**src/hw/rtl/fpc_pkg.sv**
```systemverilog
// ----------------------------------------------------------------------------
// fpc_pkg
// Shared types and constants for the frequent pattern word compressor.
// ----------------------------------------------------------------------------
package fpc_pkg;

  localparam int unsigned WordW   = 32;
  localparam int unsigned PrefixW = 3;
  localparam int unsigned BitsW   = 6;
  localparam int unsigned OutW    = PrefixW + WordW + BitsW;
  localparam int unsigned OutPadW = ((OutW + 7) / 8) * 8;

  typedef enum logic [PrefixW-1:0] {
    PAT_ZERO   = 3'b000,
    PAT_SEXT4  = 3'b001,
    PAT_SEXT8  = 3'b010,
    PAT_SEXT16 = 3'b011,
    PAT_LOZERO = 3'b100,
    PAT_HBYTES = 3'b101,
    PAT_REPB   = 3'b110,
    PAT_RAW    = 3'b111
  } pattern_t;

  localparam logic [BitsW-1:0] Bits0  = 6'd0;
  localparam logic [BitsW-1:0] Bits4  = 6'd4;
  localparam logic [BitsW-1:0] Bits8  = 6'd8;
  localparam logic [BitsW-1:0] Bits16 = 6'd16;
  localparam logic [BitsW-1:0] Bits32 = 6'd32;

  typedef struct packed {
    pattern_t           prefix;
    logic [WordW-1:0]   payload;
    logic [BitsW-1:0]   payload_bits;
  } result_t;

endpackage

```
**src/hw/rtl/fpc_classify.sv**
```systemverilog
// ----------------------------------------------------------------------------
// fpc_classify
// Matches one word against the frequent patterns and forms prefix and payload.
// ----------------------------------------------------------------------------
module fpc_classify
  import fpc_pkg::*;
(
  input  logic [WordW-1:0] data_word,
  output result_t          res
);

  logic fit4;
  logic fit8;
  logic fit16;
  logic lo_zero;
  logic hi_sext;
  logic lo_sext;
  logic rep_byte;

  always_comb begin
    fit4     = (data_word[31:3] == '0) || (&data_word[31:3]);
    fit8     = (data_word[31:7] == '0) || (&data_word[31:7]);
    fit16    = (data_word[31:15] == '0) || (&data_word[31:15]);
    lo_zero  = (data_word[15:0] == '0);
    hi_sext  = (data_word[31:23] == '0) || (&data_word[31:23]);
    lo_sext  = (data_word[15:7] == '0) || (&data_word[15:7]);
    rep_byte = (data_word[15:8] == data_word[7:0]) &&
               (data_word[23:16] == data_word[7:0]) &&
               (data_word[31:24] == data_word[7:0]);
  end

  always_comb begin
    if (data_word == '0) begin
      res = '{prefix: PAT_ZERO, payload: '0, payload_bits: Bits0};
    end else if (fit4) begin
      res = '{prefix: PAT_SEXT4, payload: {28'd0, data_word[3:0]}, payload_bits: Bits4};
    end else if (fit8) begin
      res = '{prefix: PAT_SEXT8, payload: {24'd0, data_word[7:0]}, payload_bits: Bits8};
    end else if (fit16) begin
      res = '{prefix: PAT_SEXT16, payload: {16'd0, data_word[15:0]},
              payload_bits: Bits16};
    end else if (lo_zero) begin
      res = '{prefix: PAT_LOZERO, payload: {16'd0, data_word[31:16]},
              payload_bits: Bits16};
    end else if (hi_sext && lo_sext) begin
      res = '{prefix: PAT_HBYTES, payload: {16'd0, data_word[23:16], data_word[7:0]},
              payload_bits: Bits16};
    end else if (rep_byte) begin
      res = '{prefix: PAT_REPB, payload: {24'd0, data_word[7:0]}, payload_bits: Bits8};
    end else begin
      res = '{prefix: PAT_RAW, payload: data_word, payload_bits: Bits32};
    end
  end

endmodule

```
**src/hw/rtl/fpc_word_compressor.sv**
```systemverilog
// ----------------------------------------------------------------------------
// fpc_word_compressor
// Frequent pattern compression of a stream of 32-bit words.
// ----------------------------------------------------------------------------
// Each input transaction carries one word and yields exactly one output
// transaction with the 3-bit pattern code, the right-aligned payload and its
// length in bits. The block takes one word per clock cycle while the output
// is not stalled and delivers its result via the input register and then the
// result register; the rate is set by the combinational pattern match between
// those two registers. A stalled output holds its result while an empty input
// register still takes the next word.
module fpc_word_compressor
  import fpc_pkg::*;
(
  input  logic               clk,
  input  logic               rst,
  input  logic               s_tvalid,
  output logic               s_tready,
  input  logic [WordW-1:0]   s_tdata,   // [31:0] data_word
  output logic               m_tvalid,
  input  logic               m_tready,
  output logic [OutPadW-1:0] m_tdata    // [2:0] prefix, [34:3] payload,
                                        // [40:35] payload_bits, [47:41] zero
);

  logic             in_valid;
  logic [WordW-1:0] in_word;
  logic             out_valid;
  result_t          out_res;
  result_t          res_next;
  logic             advance;

  assign advance  = !out_valid || m_tready;
  assign s_tready = !in_valid || advance;

  fpc_classify u_classify (
    .data_word (in_word),
    .res       (res_next)
  );

  always_ff @(posedge clk) begin
    if (rst) begin
      in_valid <= 1'b0;
    end else if (s_tready) begin
      in_valid <= s_tvalid;
    end
  end

  always_ff @(posedge clk) begin
    if (s_tready && s_tvalid) begin
      in_word <= s_tdata;
    end
  end

  always_ff @(posedge clk) begin
    if (rst) begin
      out_valid <= 1'b0;
    end else if (advance) begin
      out_valid <= in_valid;
    end
  end

  always_ff @(posedge clk) begin
    if (advance && in_valid) begin
      out_res <= res_next;
    end
  end

  assign m_tvalid = out_valid;
  assign m_tdata  = {{(OutPadW - OutW){1'b0}}, out_res.payload_bits,
                     out_res.payload, out_res.prefix};

`ifndef NO_ASSERTIONS
  a_stall_holds: assert property (@(posedge clk) disable iff (rst)
    m_tvalid && !m_tready |=> m_tvalid && $stable(m_tdata))
    else $error("stalled result changed or vanished");

  a_item_moves: assert property (@(posedge clk) disable iff (rst)
    in_valid && !out_valid |=> out_valid)
    else $error("accepted word did not reach the result register");

  a_empty_ready: assert property (@(posedge clk) disable iff (rst)
    !in_valid |-> s_tready)
    else $error("empty input register refused a word");

  a_payload_width: assert property (@(posedge clk) disable iff (rst)
    m_tvalid |-> ((out_res.payload >> out_res.payload_bits) == '0))
    else $error("payload has bits above its stated length");

  a_zero_code: assert property (@(posedge clk) disable iff (rst)
    m_tvalid && out_res.prefix == PAT_ZERO |->
      out_res.payload == '0 && out_res.payload_bits == Bits0)
    else $error("zero word result carries payload");
`endif

endmodule

```
**config.mk**
```make
export PLATFORM = sky130hd
export DESIGN_NAME = fpc_word_compressor
export DESIGN_NICKNAME = d
export VERILOG_FILES = /design/src/hw/rtl/fpc_pkg.sv /design/src/hw/rtl/fpc_classify.sv /design/src/hw/rtl/fpc_word_compressor.sv
export SDC_FILE = /design/constraint.sdc
export NUM_CORES = 1
export LEC_CHECK = 0
export ABC_CLOCK_PERIOD_IN_PS = 3900
export BUFFER_PORTS_ARGS = -buffer_cell sky130_fd_sc_hd__buf_2
export CAP_MARGIN = 20
export CORE_MARGIN = 1.5
export CORE_UTILIZATION = 57
export DETAILED_ROUTE_END_ITERATION = 7
export PLACE_DENSITY = 0.89
export SYNTH_ARGS = -nofsm -noshare
export SYNTH_HDL_FRONTEND = slang
export SYNTH_HIERARCHICAL = 1
export SYNTH_SLANG_ARGS = --single-unit
```
**constraint.sdc**
```tcl
create_clock -name clk -period 3.9 [get_ports clk]
set_input_delay 0.195 -clock clk [delete_from_list [all_inputs] [get_ports clk]]
set_output_delay 0.195 -clock clk [all_outputs]
set_load 0.01 [all_outputs]
```
==> metrics.cfg <==
[yosys]
ys_types = 49
synth_area_per_cell_sq_um = 12.9
synth_top_area_share_pct = 62.5
synth_top_family_by_area = simple AND/OR/NAND/NOR gates
yosysSeqAreaShare_pct = 63.6
synth_xor_area_share_pct = 1.75
async_flop_share_pct = 0
synthMuxAreaShare_pct = 0
syn_area_sq_um = 3510
synth_top_area_cell = edfxtp_1
synth_edf_count = 73
yosys.area_share.simple_pct = 16.1
synth_warnings = 6
yosys-top-cells-area = edfxtp_1 62%, a311oi_2 3.0%, nor3_1 2.9%
synth-adder-area-share_pct = 0
synthFlopType = edfxtp_1
ys_seq_elements = 75
synth_cells = 271
synth_compound_area_share_pct = 12.1

[power]
seq_power_share_pct = 60.6
p_leak_nw = 1.56
switching_power_w = 0.000376
switching_share_pct = 23.3
combPwrFrac_pct = 7.6
p_int_w = 0.00124
pwr-share-clk_pct = 31.8
p_per_area_nw_per_um2 = 398
irDropWorstVdd_v = 0.000317

[critical_path]
critPathKind = register to register
reg2reg_from = in_word[7]$_DFFE_PP_
timing.rr.end = m_tdata[15]$_DFFE_PP_
ff2ff_setup_slack_ps = 1010
end_kind = register
startpoint_type = register
critPathLaunch = in_word[7]$_DFFE_PP_
crit_required_ps = 4060
ff2ff_path_depth = 5
crit_fanout = 15
critPathArrivalTime_ps = 3040

[cts]
clk_path_buf_depth = 2
cts_tree = done
cts_resized = 0
worstSkewPairLatency_ps = 350
cts_setup_buffers = 0
clock_sinks = 75
hold_buffers = 0
cts_max_level = 3
cts_buffers = 9
clkTransAtPathRegs_ps = 70
root_buffer = clkbuf_8

[sta]
fmax_mhz = 347
slew_viol_final = 0
hold_slack_ps = 8.13
rsz0062_at_grt = no
period_share_pct = 74.0
finalClockSkew_ps = 10.4
tns_ps = 0
relSlewSlack_pct = 37.3
hold_violations = 0
finalCriticalPeriod_ps = 2890
setup_viol_count_final = 0
worst_pin_slew_ps = 941

[final_layout]
layout_commonest_cell = buf_2
nets = 385
area_delta_synth_final_pct = 15.3
fill_cells = 448
n_antenna_cell = 0
fin_cells = 429
layout_common_cells = 78 x buf_2, 73 x edfxtp_1, 20 x inv_1, 20 x nor3_1, 19 x nor2_1
drive_above_1_share_pct = 31.6
final_core_util_pct = 68.3

[grt]
grt_pass1_vias = 2288
grt-ovfl-total = 0
grt_max_degree = 42
grt_pass1_wl_microns = 11800
antenna_found_initial = 0
grtUsageTotal_pct = 25.0

[routing]
drt.antenna.violating_nets = 0
drc_errors = 0
viasPerCell = 5.93
drtPass1Iterations = 5
totalWireLength_microns = 7660
via_count = 2544
routedWlPerCell_microns = 17.9
drtIter0Drc = 358

[floorplan]
coreArea_sq_um = 5920
pin_count = 86
die_x_microns = 81.5
start_util_pct = 59.3
die_h_microns = 81.5
rows = 28
die-area_sq_um = 6630

[min_path]
min_path_cells = 2
hp-class = input port to register
min-delay-start = rst
hold_path_end = in_valid$_SDFFE_PP0P_

[placed_design]
gp_congestion = 0.992
io_buffers = 78
dp.cells = 413
dpl.hpwl_microns = 5300

[status]
outcome = finished clean

[run]
maxCapViolations = 0

## worst max-delay path by stage
| stage | depth (start not counted) | slack [ps] | endpoint |
|---|---|---|---|
| 5_1_grt | 5 | 920 | m_tdata[15]$_DFFE_PP_ |
| 2_1_floorplan | 8 | 1620 | m_tdata[25]$_DFFE_PP_ |
| 3_3_place_gp | 5 | 1110 | m_tdata[16]$_DFFE_PP_ |
| 6_report | 5 | 1010 | m_tdata[15]$_DFFE_PP_ |
| 4_1_cts | 5 | 1090 | m_tdata[15]$_DFFE_PP_ |
| 3_5_place_dp | 5 | 1110 | m_tdata[15]$_DFFE_PP_ |
## cell families (layout without fill, tap and decap cells)
family	count (synthesis)	in the layout
compound gates	52	52
xor+xnor	7	7
buf+inv	39	115
flops	75	75
other cells	2	9
simple gates	96	96
## per-stage QoR
stage,setup slack (ps),power [W],cell area (sq um)
floorplan,1620,0.00106,3530
global placement,1110,0.00111,3880
detailed placement,1110,0.00112,3880
CTS,1090,0.00161,4050
global route,922,0.00167,4050
finish,1010,0.00161,4050
## worst max-delay path, stage by stage (launching register included)
cell       delay, ps
edfxtp_1         490
or4_1            600
nand4bb_1        470
a21oi_2          710
a21oi_1          120
a311oi_2         310
## power groups by stage
stage,combinational (W),sequential (W),clock [W]
after detailed placement,0.000122,0.000993,0
after global placement,0.000118,0.000991,0
final,0.000123,0.000977,0.000512
after global routing,0.000136,0.000982,0.000549
after floorplan,0.0000694,0.000989,0
after CTS,0.000123,0.000976,0.000516
## Yosys cell counts (2+ instances only)
library cell  instances
xor2_1                7
o21ai_0               4
nor3_1               20
or4_4                 2
nand2_1               6
nor4_1                3
and3_1                2
buf_2                 2
edfxtp_1             73
nor2_1               19
a21o_1                5
a21oi_1              13
inv_1                20
a21oi_2               2
or4_1                 5
or3_1                 5
nand3_1              15
dfxtp_1               2
conb_1                2
buf_4                11
buf_6                 2
o211ai_1              8
a311oi_2              7
o21a_1                2
nand4_1               8
a22oi_1               3
## per-layer routing
layer / share of wire [%] / vias to the layer above / GRT usage (%)
li1: - / 1176 / -
met1: 40 / 1168 / 34.9
met2: 46 / 169 / 36.3
met3: 9.3 / 31 / 5.00
met4: 3.8 / 0 / 14.7
met5: 0 / - / 0
## flip-flops by register name (all words and copies together) (netlist names)
| name | count |
|---|---|
| m_tdata | 41 |
| in_word | 32 |
| in_valid | 1 |
| m_tvalid | 1 |
## layout make-up
cell class / instances / area (sq um) / share of cell area, %
Clock inverter: 2 / 12.5 / 0.309
Timing Repair Buffer: 78 / 390 / 9.65
Inverter: 21 / 81.3 / 2.01
Clock buffer: 14 / 153 / 3.77
Sequential cell: 75 / 2230 / 55.2
Multi-Input combinational cell: 164 / 1080 / 26.8
Tap cell: 75 / 93.8 / 2.32
Note: power is estimated with default switching activity, not from simulation.
